$ cat config.mk
export PLATFORM = sky130hd
export DESIGN_NAME = disk_request_cscan_scheduler_flat
export DESIGN_NICKNAME = d
export VERILOG_FILES = /design/src/sv/drcs_pkg.sv /design/src/sv/drcs_req_if.sv /design/src/sv/drcs_rsp_if.sv /design/src/sv/drcs_cell.sv /design/src/sv/disk_request_cscan_scheduler.sv /design/src/flat_wrapper.sv
export VERILOG_INCLUDE_DIRS = /design/src /design/src/sv
export SDC_FILE = /design/constraint.sdc
export NUM_CORES = 2
export LEC_CHECK = 0
export BUFFER_PORTS_ARGS = -buffer_cell sky130_fd_sc_hd__buf_2
export CAP_MARGIN = 20
export CORE_ASPECT_RATIO = 0.5
export CORE_MARGIN = 2
export CORE_UTILIZATION = 45
export DETAILED_ROUTE_END_ITERATION = 10
export PLACE_DENSITY = 0.69
export SYNTH_ARGS = -nofsm -noshare
export SYNTH_HDL_FRONTEND = slang
export SYNTH_SLANG_ARGS = --single-unit
$ cat constraint.sdc
create_clock -name clock -period 4.7 [get_ports clock]
set_input_delay 1.175 -clock clock [delete_from_list [all_inputs] [get_ports clock]]
set_output_delay 1.175 -clock clock [all_outputs]
set_load 0.03 [all_outputs]
$ cat src/sv/disk_request_cscan_scheduler_macros.svh
// Assertion macros shared by the disk request C-SCAN scheduler RTL.
`ifndef DISK_REQUEST_CSCAN_SCHEDULER_MACROS_SVH
`define DISK_REQUEST_CSCAN_SCHEDULER_MACROS_SVH

`ifndef SYNTHESIS

// Checks a condition at every clock edge outside reset.
`define DRCS_ASSERT_ALWAYS(label, clk, rst, expr) \
   label: assert property (@(posedge clk) disable iff (rst) (expr)) \
      else $error("drcs assertion failed");

// Checks that a condition holds in the cycle after a trigger.
`define DRCS_ASSERT_NEXT(label, clk, rst, ante, cons) \
   label: assert property (@(posedge clk) disable iff (rst) (ante) |=> (cons)) \
      else $error("drcs assertion failed");

`else

`define DRCS_ASSERT_ALWAYS(label, clk, rst, expr)
`define DRCS_ASSERT_NEXT(label, clk, rst, ante, cons)

`endif

`endif

$ cat src/sv/drcs_pkg.sv
// Package with types and constants of the disk request C-SCAN scheduler.
package drcs_pkg;

   localparam int QUEUE_DEPTH_DEFAULT = 16;
   localparam int TRACK_BITS_DEFAULT  = 16;
   localparam int TAG_BITS            = 8;
   localparam int STATUS_BITS         = 2;

   localparam logic CMD_INSERT = 1'b0;
   localparam logic CMD_SELECT = 1'b1;

   localparam logic [STATUS_BITS-1:0] STATUS_OK    = 2'd0;
   localparam logic [STATUS_BITS-1:0] STATUS_FULL  = 2'd1;
   localparam logic [STATUS_BITS-1:0] STATUS_EMPTY = 2'd2;

   typedef enum logic [1:0] {
      ST_IDLE,
      ST_SCAN,
      ST_COMMIT
   } state_type;

   typedef struct packed {
      logic insert_en;
      logic remove_en;
   } cell_ctrl_type;

endpackage

$ cat src/sv/drcs_req_if.sv
// Request channel interface: command, request fields and head position.
interface drcs_req_if #(
   parameter int TRACK_BITS = drcs_pkg::TRACK_BITS_DEFAULT
);
   logic                          valid;
   logic                          ready;
   logic                          cmd;
   logic [TRACK_BITS-1:0]         req_track;
   logic [drcs_pkg::TAG_BITS-1:0] req_tag;
   logic [TRACK_BITS-1:0]         head_track;

   modport source (output valid, output cmd, output req_track, output req_tag,
                   output head_track, input ready);
   modport sink   (input valid, input cmd, input req_track, input req_tag,
                   input head_track, output ready);
endinterface

$ cat src/sv/drcs_rsp_if.sv
// Response channel interface: status and granted request.
interface drcs_rsp_if #(
   parameter int TRACK_BITS = drcs_pkg::TRACK_BITS_DEFAULT
);
   logic                             valid;
   logic                             ready;
   logic [drcs_pkg::STATUS_BITS-1:0] status;
   logic                             granted;
   logic [TRACK_BITS-1:0]            grant_track;
   logic [drcs_pkg::TAG_BITS-1:0]    grant_tag;
   logic                             wrapped;

   modport source (output valid, output status, output granted, output grant_track,
                   output grant_tag, output wrapped, input ready);
   modport sink   (input valid, input status, input granted, input grant_track,
                   input grant_tag, input wrapped, output ready);
endinterface

$ cat src/sv/drcs_cell.sv
// One slot of the request table with its stage of the running minimum search.
module drcs_cell #(
   parameter int TRACK_BITS = drcs_pkg::TRACK_BITS_DEFAULT,
   parameter int IDX_BITS   = 4,
   parameter int INDEX      = 0
) (
   input  logic                                           clock,
   input  logic                                           reset,
   input  drcs_pkg::cell_ctrl_type                        ctrl,
   input  logic [TRACK_BITS-1:0]                          head,
   input  logic [TRACK_BITS-1:0]                          new_track,
   input  logic [drcs_pkg::TAG_BITS-1:0]                  new_tag,
   input  logic [IDX_BITS-1:0]                            pick_index,
   input  logic                                           prev_valid,
   input  logic                                           next_valid,
   input  logic [TRACK_BITS-1:0]                          next_track,
   input  logic [drcs_pkg::TAG_BITS-1:0]                  next_tag,
   input  logic [TRACK_BITS+drcs_pkg::TAG_BITS+IDX_BITS+1:0] best_in,
   output logic                                           valid_q,
   output logic [TRACK_BITS-1:0]                          track_q,
   output logic [drcs_pkg::TAG_BITS-1:0]                  tag_q,
   output logic [TRACK_BITS+drcs_pkg::TAG_BITS+IDX_BITS+1:0] best_q
);

   localparam int BEST_W = TRACK_BITS + drcs_pkg::TAG_BITS + IDX_BITS + 2;

   logic                          valid_ff, valid_in;
   logic [TRACK_BITS-1:0]         track_ff, track_in;
   logic [drcs_pkg::TAG_BITS-1:0] tag_ff, tag_in;
   logic [BEST_W-1:0]             best_ff, best_in_d;

   logic                  in_found;
   logic                  in_wrap;
   logic [TRACK_BITS-1:0] in_track;
   logic                  own_below;
   logic                  beats;

   // Table update: a removal at or below this slot pulls the upper neighbor down,
   // an insert lands in the first free slot.
   always_comb begin
      valid_in = valid_ff;
      track_in = track_ff;
      tag_in   = tag_ff;
      if (ctrl.remove_en && (IDX_BITS'(INDEX) >= pick_index)) begin
         valid_in = next_valid;
         track_in = next_track;
         tag_in   = next_tag;
      end else if (ctrl.insert_en && !valid_ff && prev_valid) begin
         valid_in = 1'b1;
         track_in = new_track;
         tag_in   = new_tag;
      end
   end

   // Search key is {below head, track}; a strict compare keeps the older entry on a tie.
   assign in_found  = best_in[BEST_W-1];
   assign in_wrap   = best_in[BEST_W-2];
   assign in_track  = best_in[IDX_BITS+drcs_pkg::TAG_BITS +: TRACK_BITS];
   assign own_below = (track_ff < head);
   assign beats     = valid_ff && (!in_found || ({own_below, track_ff} < {in_wrap, in_track}));

   always_comb begin
      if (beats) begin
         best_in_d = {1'b1, own_below, track_ff, tag_ff, IDX_BITS'(INDEX)};
      end else begin
         best_in_d = best_in;
      end
   end

   always_ff @(posedge clock) begin
      if (reset) begin
         valid_ff <= 1'b0;
      end else begin
         valid_ff <= valid_in;
      end
      track_ff <= track_in;
      tag_ff   <= tag_in;
      best_ff  <= best_in_d;
   end

   assign valid_q = valid_ff;
   assign track_q = track_ff;
   assign tag_q   = tag_ff;
   assign best_q  = best_ff;

endmodule

$ cat src/sv/disk_request_cscan_scheduler.sv
// Top level of the C-SCAN disk request scheduler: control, cell chain, response register.
//
//   Channel   Direction  Moves per transfer
//   req_bus   in         cmd, req_track, req_tag, head_track
//   rsp_bus   out        status, granted, grant_track, grant_tag, wrapped
//
// An insert passes from the idle state through the commit state back to idle.
// A select passes through the scan state first: the best-candidate word ripples through
// the chain of cells one slot per cycle, and the scan counts through every slot.
// Reset is synchronous and empties the table at once; no clearing pass is needed.
// A stalled response holds the finished item in its register; the next request is
// still taken and worked on, and waits in the commit state until the register frees.
`include "disk_request_cscan_scheduler_macros.svh"

module disk_request_cscan_scheduler #(
   parameter int QUEUE_DEPTH = drcs_pkg::QUEUE_DEPTH_DEFAULT,
   parameter int TRACK_BITS  = drcs_pkg::TRACK_BITS_DEFAULT
) (
   input logic       clock,
   input logic       reset,
   drcs_req_if.sink  req_bus,
   drcs_rsp_if.source rsp_bus
);

   localparam int IDX_BITS = $clog2(QUEUE_DEPTH);
   localparam int TAG_BITS = drcs_pkg::TAG_BITS;
   localparam int BEST_W   = TRACK_BITS + TAG_BITS + IDX_BITS + 2;

   // Control state.
   drcs_pkg::state_type state_ff, state_in;
   logic [IDX_BITS-1:0] cnt_ff, cnt_in;

   // The request being worked on.
   logic                  cmd_ff;
   logic [TRACK_BITS-1:0] head_ff;
   logic [TRACK_BITS-1:0] trk_ff;
   logic [TAG_BITS-1:0]   tag_ff;

   // Response register.
   logic                                rsp_valid_ff, rsp_valid_in;
   logic [drcs_pkg::STATUS_BITS-1:0]    status_ff, status_in;
   logic                                granted_ff, granted_in;
   logic [TRACK_BITS-1:0]               gtrack_ff, gtrack_in;
   logic [TAG_BITS-1:0]                 gtag_ff, gtag_in;
   logic                                wrapped_ff, wrapped_in;

   // Cell chain taps.
   logic [QUEUE_DEPTH-1:0] valid_vec;
   logic [TRACK_BITS-1:0]  track_arr [QUEUE_DEPTH];
   logic [TAG_BITS-1:0]    tag_arr   [QUEUE_DEPTH];
   logic [BEST_W-1:0]      best_arr  [QUEUE_DEPTH];

   drcs_pkg::cell_ctrl_type cell_ctrl;
   logic                    accept;
   logic                    out_free;
   logic                    commit;
   logic                    empty;
   logic                    full;
   logic [BEST_W-1:0]       best;
   logic [IDX_BITS-1:0]     pick_index;

   assign accept   = req_bus.valid && req_bus.ready;
   assign out_free = !rsp_valid_ff || rsp_bus.ready;
   assign empty    = !valid_vec[0];
   assign full     = valid_vec[QUEUE_DEPTH-1];

   // The last cell holds the winner once the search has rippled through every slot.
   assign best       = best_arr[QUEUE_DEPTH-1];
   assign pick_index = best[IDX_BITS-1:0];

   // Next-state logic.
   always_comb begin
      state_in = state_ff;
      cnt_in   = cnt_ff;
      case (state_ff)
         drcs_pkg::ST_IDLE: begin
            cnt_in = '0;
            if (accept) begin
               if (req_bus.cmd == drcs_pkg::CMD_SELECT) begin
                  state_in = drcs_pkg::ST_SCAN;
               end else begin
                  state_in = drcs_pkg::ST_COMMIT;
               end
            end
         end
         drcs_pkg::ST_SCAN: begin
            cnt_in = cnt_ff + 1'b1;
            if (cnt_ff == IDX_BITS'(QUEUE_DEPTH - 1)) begin
               state_in = drcs_pkg::ST_COMMIT;
            end
         end
         drcs_pkg::ST_COMMIT: begin
            if (out_free) begin
               state_in = drcs_pkg::ST_IDLE;
            end
         end
         default: begin
            state_in = drcs_pkg::ST_IDLE;
         end
      endcase
   end

   // Output and control logic.
   always_comb begin
      req_bus.ready       = 1'b0;
      commit              = 1'b0;
      cell_ctrl.insert_en = 1'b0;
      cell_ctrl.remove_en = 1'b0;
      case (state_ff)
         drcs_pkg::ST_IDLE: begin
            req_bus.ready = 1'b1;
         end
         drcs_pkg::ST_SCAN: begin
            req_bus.ready = 1'b0;
         end
         drcs_pkg::ST_COMMIT: begin
            commit              = out_free;
            cell_ctrl.insert_en = out_free && (cmd_ff == drcs_pkg::CMD_INSERT);
            cell_ctrl.remove_en = out_free && (cmd_ff == drcs_pkg::CMD_SELECT) && !empty;
         end
         default: begin
            commit = 1'b0;
         end
      endcase
   end

   // Response contents, loaded at commit.
   always_comb begin
      rsp_valid_in = rsp_valid_ff && !rsp_bus.ready;
      status_in    = status_ff;
      granted_in   = granted_ff;
      gtrack_in    = gtrack_ff;
      gtag_in      = gtag_ff;
      wrapped_in   = wrapped_ff;
      if (commit) begin
         rsp_valid_in = 1'b1;
         status_in    = drcs_pkg::STATUS_OK;
         granted_in   = 1'b0;
         gtrack_in    = '0;
         gtag_in      = '0;
         wrapped_in   = 1'b0;
         if (cmd_ff == drcs_pkg::CMD_INSERT) begin
            if (full) begin
               status_in = drcs_pkg::STATUS_FULL;
            end
         end else if (empty) begin
            status_in = drcs_pkg::STATUS_EMPTY;
         end else begin
            granted_in = 1'b1;
            gtrack_in  = best[IDX_BITS+TAG_BITS +: TRACK_BITS];
            gtag_in    = best[IDX_BITS +: TAG_BITS];
            wrapped_in = best[BEST_W-2];
         end
      end
   end

   always_ff @(posedge clock) begin
      if (reset) begin
         state_ff     <= drcs_pkg::ST_IDLE;
         cnt_ff       <= '0;
         rsp_valid_ff <= 1'b0;
      end else begin
         state_ff     <= state_in;
         cnt_ff       <= cnt_in;
         rsp_valid_ff <= rsp_valid_in;
      end
      if (accept) begin
         cmd_ff  <= req_bus.cmd;
         head_ff <= req_bus.head_track;
         trk_ff  <= req_bus.req_track;
         tag_ff  <= req_bus.req_tag;
      end
      status_ff  <= status_in;
      granted_ff <= granted_in;
      gtrack_ff  <= gtrack_in;
      gtag_ff    <= gtag_in;
      wrapped_ff <= wrapped_in;
   end

   assign rsp_bus.valid       = rsp_valid_ff;
   assign rsp_bus.status      = status_ff;
   assign rsp_bus.granted     = granted_ff;
   assign rsp_bus.grant_track = gtrack_ff;
   assign rsp_bus.grant_tag   = gtag_ff;
   assign rsp_bus.wrapped     = wrapped_ff;

   // The chain: slot 0 is the oldest request, the search enters at slot 0 and
   // leaves at the last slot, and removals pull entries down one slot.
   for (genvar i = 0; i < QUEUE_DEPTH; i++) begin : g_cell
      logic                  prev_v;
      logic [BEST_W-1:0]     b_in;
      logic                  nxt_v;
      logic [TRACK_BITS-1:0] nxt_track;
      logic [TAG_BITS-1:0]   nxt_tag;

      if (i == 0) begin : g_first
         assign prev_v = 1'b1;
         assign b_in   = '0;
      end else begin : g_inner
         assign prev_v = valid_vec[i-1];
         assign b_in   = best_arr[i-1];
      end

      if (i == QUEUE_DEPTH - 1) begin : g_last
         assign nxt_v     = 1'b0;
         assign nxt_track = '0;
         assign nxt_tag   = '0;
      end else begin : g_body
         assign nxt_v     = valid_vec[i+1];
         assign nxt_track = track_arr[i+1];
         assign nxt_tag   = tag_arr[i+1];
      end

      drcs_cell #(
         .TRACK_BITS (TRACK_BITS),
         .IDX_BITS   (IDX_BITS),
         .INDEX      (i)
      ) u_cell (
         .clock      (clock),
         .reset      (reset),
         .ctrl       (cell_ctrl),
         .head       (head_ff),
         .new_track  (trk_ff),
         .new_tag    (tag_ff),
         .pick_index (pick_index),
         .prev_valid (prev_v),
         .next_valid (nxt_v),
         .next_track (nxt_track),
         .next_tag   (nxt_tag),
         .best_in    (b_in),
         .valid_q    (valid_vec[i]),
         .track_q    (track_arr[i]),
         .tag_q      (tag_arr[i]),
         .best_q     (best_arr[i])
      );
   end

   // Valid slots always form a prefix starting at slot 0.
   `DRCS_ASSERT_ALWAYS(a_valid_prefix, clock, reset,
      ((valid_vec + QUEUE_DEPTH'(1)) & valid_vec) == '0)

   // A grant is only ever reported with an ok status.
   `DRCS_ASSERT_ALWAYS(a_grant_ok, clock, reset,
      !(rsp_bus.valid && rsp_bus.granted) || (rsp_bus.status == drcs_pkg::STATUS_OK))

   // A granted select removes exactly one entry.
   `DRCS_ASSERT_NEXT(a_remove_one, clock, reset, cell_ctrl.remove_en,
      $countones(valid_vec) == $past($countones(valid_vec)) - 1)

   // An insert into a table with room adds exactly one entry.
   `DRCS_ASSERT_NEXT(a_insert_one, clock, reset, cell_ctrl.insert_en && !full,
      $countones(valid_vec) == $past($countones(valid_vec)) + 1)

endmodule

$ cat src/flat_wrapper.sv
// flat-port wrapper written by rule: the top's interface ports become plain ports
module disk_request_cscan_scheduler_flat 
#(
   parameter int QUEUE_DEPTH = drcs_pkg::QUEUE_DEPTH_DEFAULT,
   parameter int TRACK_BITS  = drcs_pkg::TRACK_BITS_DEFAULT
)
  (clock, reset, req_bus_valid, req_bus_cmd, req_bus_req_track, req_bus_req_tag, req_bus_head_track, req_bus_ready, rsp_bus_valid, rsp_bus_status, rsp_bus_granted, rsp_bus_grant_track, rsp_bus_grant_tag, rsp_bus_wrapped, rsp_bus_ready);
  drcs_req_if #(.TRACK_BITS(TRACK_BITS)) req_bus_i ();
  drcs_rsp_if #(.TRACK_BITS(TRACK_BITS)) rsp_bus_i ();
  input logic clock;
  input logic reset;
  input wire logic [$bits(req_bus_i.valid)-1:0] req_bus_valid;
  input wire logic [$bits(req_bus_i.cmd)-1:0] req_bus_cmd;
  input wire logic [$bits(req_bus_i.req_track)-1:0] req_bus_req_track;
  input wire logic [$bits(req_bus_i.req_tag)-1:0] req_bus_req_tag;
  input wire logic [$bits(req_bus_i.head_track)-1:0] req_bus_head_track;
  output wire logic [$bits(req_bus_i.ready)-1:0] req_bus_ready;
  output wire logic [$bits(rsp_bus_i.valid)-1:0] rsp_bus_valid;
  output wire logic [$bits(rsp_bus_i.status)-1:0] rsp_bus_status;
  output wire logic [$bits(rsp_bus_i.granted)-1:0] rsp_bus_granted;
  output wire logic [$bits(rsp_bus_i.grant_track)-1:0] rsp_bus_grant_track;
  output wire logic [$bits(rsp_bus_i.grant_tag)-1:0] rsp_bus_grant_tag;
  output wire logic [$bits(rsp_bus_i.wrapped)-1:0] rsp_bus_wrapped;
  input wire logic [$bits(rsp_bus_i.ready)-1:0] rsp_bus_ready;
  assign req_bus_i.valid = req_bus_valid;
  assign req_bus_i.cmd = req_bus_cmd;
  assign req_bus_i.req_track = req_bus_req_track;
  assign req_bus_i.req_tag = req_bus_req_tag;
  assign req_bus_i.head_track = req_bus_head_track;
  assign req_bus_ready = req_bus_i.ready;
  assign rsp_bus_valid = rsp_bus_i.valid;
  assign rsp_bus_status = rsp_bus_i.status;
  assign rsp_bus_granted = rsp_bus_i.granted;
  assign rsp_bus_grant_track = rsp_bus_i.grant_track;
  assign rsp_bus_grant_tag = rsp_bus_i.grant_tag;
  assign rsp_bus_wrapped = rsp_bus_i.wrapped;
  assign rsp_bus_i.ready = rsp_bus_ready;
  disk_request_cscan_scheduler #(.QUEUE_DEPTH(QUEUE_DEPTH), .TRACK_BITS(TRACK_BITS)) u_core (.clock(clock), .reset(reset), .req_bus(req_bus_i), .rsp_bus(rsp_bus_i));
endmodule
==> impl_metrics.tcl <==
set metrics [dict create \
    ys_ff_latch 940 \
    final-hold-violation-count 0 \
    critPathMaxStageDelay_ps 470 \
    mostFrequentLayoutCells "mux2_2 (646), dfxtp_1 (510), ha_1 (481)" \
    critical_path.startpoint_type "flip-flop" \
    drv_cap 0 \
    numCtsBuffers 90 \
    tightest_slew_ps 1190 \
    worstSkewPairLatency_ps 690 \
    vias 29500 \
    wl_met1_um 54300 \
    wl_met3_um 6520 \
    syn_area_um2 45200 \
    pwr_density_cell_nw_per_um2 347 \
    instances_no_fill 5276 \
    synth_ff_type "dfxtp_1" \
    period_share_pct 86.8 \
    cp_cell_sequence "inv_1, ha_1, a21oi_1, nor2_1, a211oi_1, o21ai_0, nor3_1, ha_1, a21oi_1, o21ai_0, a22oi_1, nand3_4, mux2_1" \
    htreeDepth 3 \
    first_iter_violations 2275 \
    max_freq_mhz 245 \
    io_pins 75 \
    synthMuxAreaShare_pct 17.4 \
    tritoncts "built" \
    n_antenna_cell 0 \
    rows 82 \
    finalSetupTns_ps 0 \
    setup_viol 0 \
    path_delay_family "compound AO/OA/AOI/OAI gates" \
    async_flop_share_pct 0 \
    slowest_stage "mux2_1" \
    rsz0062_at_grt "false" \
    via_per_inst 5.59 \
    cts_setup_buffers 0 \
    antenna_found_initial 0 \
    grt_pass1_vias 30000 \
    post_drt_wl_per_cell_um 22.0 \
    p_sw_share_pct 22.9 \
    crit_fanout 28 \
    wl_met2_um 52400 \
    route.detailed.drc 0 \
    cp.required_ps 5250 \
    hold_path.class "flip-flop to flip-flop" \
    power_frac_comb_pct 5.7 \
    arrival_ps 4630 \
    dr.max_layer_used "met4" \
    cp-end-kind "flip-flop" \
    fin_area_um2 50300 \
    dpl.hpwl_um 84100 \
    period_needed_ps 4080 \
    synth-xor-area-share_pct 0 \
    numClockSinks 940 \
    yosysSeqAreaShare_pct 51.2 \
    synth_top_family_by_area "multiplexers" \
    placed_cells 5107 \
    die_area_um2 103000 \
    drtPass1Iterations 5 \
    cts_hold_buf 0 \
    wirelength_um 116000 \
    core_um2 99800 \
    grt_pass1_wl_um 181000 \
    ctsResizeCount 0 \
    p_switching_w 0.00401 \
    drive_gt1_share_pct 26.2 \
    fillers 8532 \
    grt_overflow 0 \
    synth_compound_area_share_pct 6.72 \
    root_buffer "clkbuf_16" \
    crit_buf_inv 1 \
    placed_area_um2 47300 \
    p_int_w 0.0135 \
    ir_drop_v 0.000241 \
    leakage_nw 20.3 \
    ys_warn_count 0 \
    ys_types 61 \
    syn_avg_cell_area_um2 12.1 \
    routabilityCongestion 0.895 \
    critical_path_class "flip-flop to flip-flop" \
    die_w_um 452 \
    fin_skew_ps 32.2 \
    portBuffers 74 \
    cts.clk_slew.worst_paths_ps 70 \
    layout_commonest_cell "mux2_2" \
    area_growth_syn_to_layout_pct 11.5 \
    grt_max_degree 56 \
    syn-num-nets 4263 \
    grt_usage_pct 22.5 \
    initial_core_util_pct 45.2 \
    drtAntennaViolNets 0 \
    maxSlewViolCount 0 \
    yosys.area_share.adder_pct 13.3 \
    yosys.area_share.simple_pct 7.56 \
    postSynthCellCount 3737 \
    status "finished clean" \
    relSlewSlack_pct 20.4 \
    p_clk_share_pct 43.2 \
    nNetsFinal 4381 \
    pwr-share-seq_pct 51.0 \
    die_h_um 228 \
    clk_path_buf_depth 3 \
    synth_edf_count 429 \
]
power groups by stage:
stage          clock (W)  sequential (W)  combinational (W)
3_5_place_dp           0         0.00910           0.000979
6_report         0.00756         0.00893            0.00100
4_1_cts          0.00766         0.00892           0.000997
5_1_grt          0.00801         0.00894            0.00112
3_3_place_gp           0         0.00910           0.000939
2_1_floorplan          0         0.00897           0.000703
stage by stage:
stage	power [W]	hold WS (ps)	utilization [%]	setup WS, ps
2_1_floorplan	0.00968	329	-	465
3_5_place_dp	0.0101	392	47.4	751
3_3_place_gp	0.0100	387	47.4	842
4_1_cts	0.0176	408	50.4	701
5_1_grt	0.0181	421	50.4	411
6_report	0.0175	395	50.4	619
Yosys cell counts, drive strengths merged (2+ instances only):
library cell / number / share of area [%]
mux2: 688 / 17
dfxtp: 511 / 23
ha: 481 / 13
edfxtp: 429 / 29
nand2: 358 / 3.0
inv: 291 / 2.4
a21oi: 240 / 2.7
o21ai: 119 / 1.3
nor2: 71 / 0.60
clkbuf: 69 / 0.57
buf: 58 / 0.85
nand2b: 50 / 0.69
and2: 41 / 0.57
nand4: 39 / 0.54
a21o: 37 / 0.62
and3: 27 / 0.37
nor3: 26 / 0.31
and4: 22 / 0.43
or2: 22 / 0.30
nand3: 17 / 0.24
a211oi: 14 / 0.23
a22oi: 14 / 0.23
nor4: 13 / 0.18
a2111oi: 12 / 0.35
nor2b: 12 / 0.17
a221oi: 11 / 0.21
o21a: 11 / 0.18
o211ai: 8 / 0.17
o311ai: 8 / 0.17
o221a: 7 / 0.17
nand3b: 6 / 0.10
a31oi: 4 / 0.055
nor3b: 4 / 0.067
o22ai: 3 / 0.042
a2111o: 2 / 0.050
a221o: 2 / 0.044
a22o: 2 / 0.039
a41oi: 2 / 0.039
sequential cells by signal, summed over array words and instances (netlist names):
signal	flops
u_core.rsp_bus.status	2
u_core.rsp_bus.granted	1
u_core.cmd_ff	1
u_core.rsp_bus.wrapped	1
u_core.head_ff	16
u_core.g_cell.u_cell.valid_q	16
u_core.g_cell.u_cell.tag_q	128
u_core.rsp_bus.valid	1
u_core.rsp_bus.grant_tag	8
u_core.cnt_ff	4
u_core.g_cell.u_cell.track_q	256
u_core.tag_ff	8
u_core.rsp_bus.grant_track	16
u_core.state_ff	2
u_core.g_cell.u_cell.best_q	464
u_core.trk_ff	16
cells by family after synthesis:
kind of cell	Yosys count
adders and majority gates	481
buffers and inverters	418
muxes	688
and+or+nand+nor	709
AOI/OAI and AO/OA	501
DFF	940
final cells by class:
type / count / area [um^2] / share of cell area, %
well taps: 1344 / 1680 / 3.34
multi-input cells: 2379 / 20400 / 40.5
flip-flops and latches: 940 / 23100 / 45.9
inverters: 291 / 1090 / 2.17
repair buffers: 153 / 1030 / 2.04
clock buffers: 124 / 2530 / 5.03
clock inverters: 45 / 504 / 1.00
path summary, 6_finish.rpt:
path	endpoint	slack, ps	startpoint	depth (start not counted)
worst max-delay path	u_core.g_cell[4].u_cell.best_q[11]	620	u_core.head_ff[9]	13
worst min-delay path	u_core.g_cell[15].u_cell.best_q[3]	390	u_core.g_cell[14].u_cell.best_q[3]	1
worst max register to register	u_core.g_cell[4].u_cell.best_q[11]	620	u_core.head_ff[9]	13
worst min register to register	u_core.g_cell[15].u_cell.best_q[3]	390	u_core.g_cell[14].u_cell.best_q[3]	1
routing by layer:
layer / vias up / global-route usage [%]
li1: 13700 / -
met1: 14700 / 31.7
met2: 892 / 35.7
met3: 182 / 3.80
met4: 0 / 6.35
met5: - / 0
No activity file was read; power rests on OpenSTA's default activity.
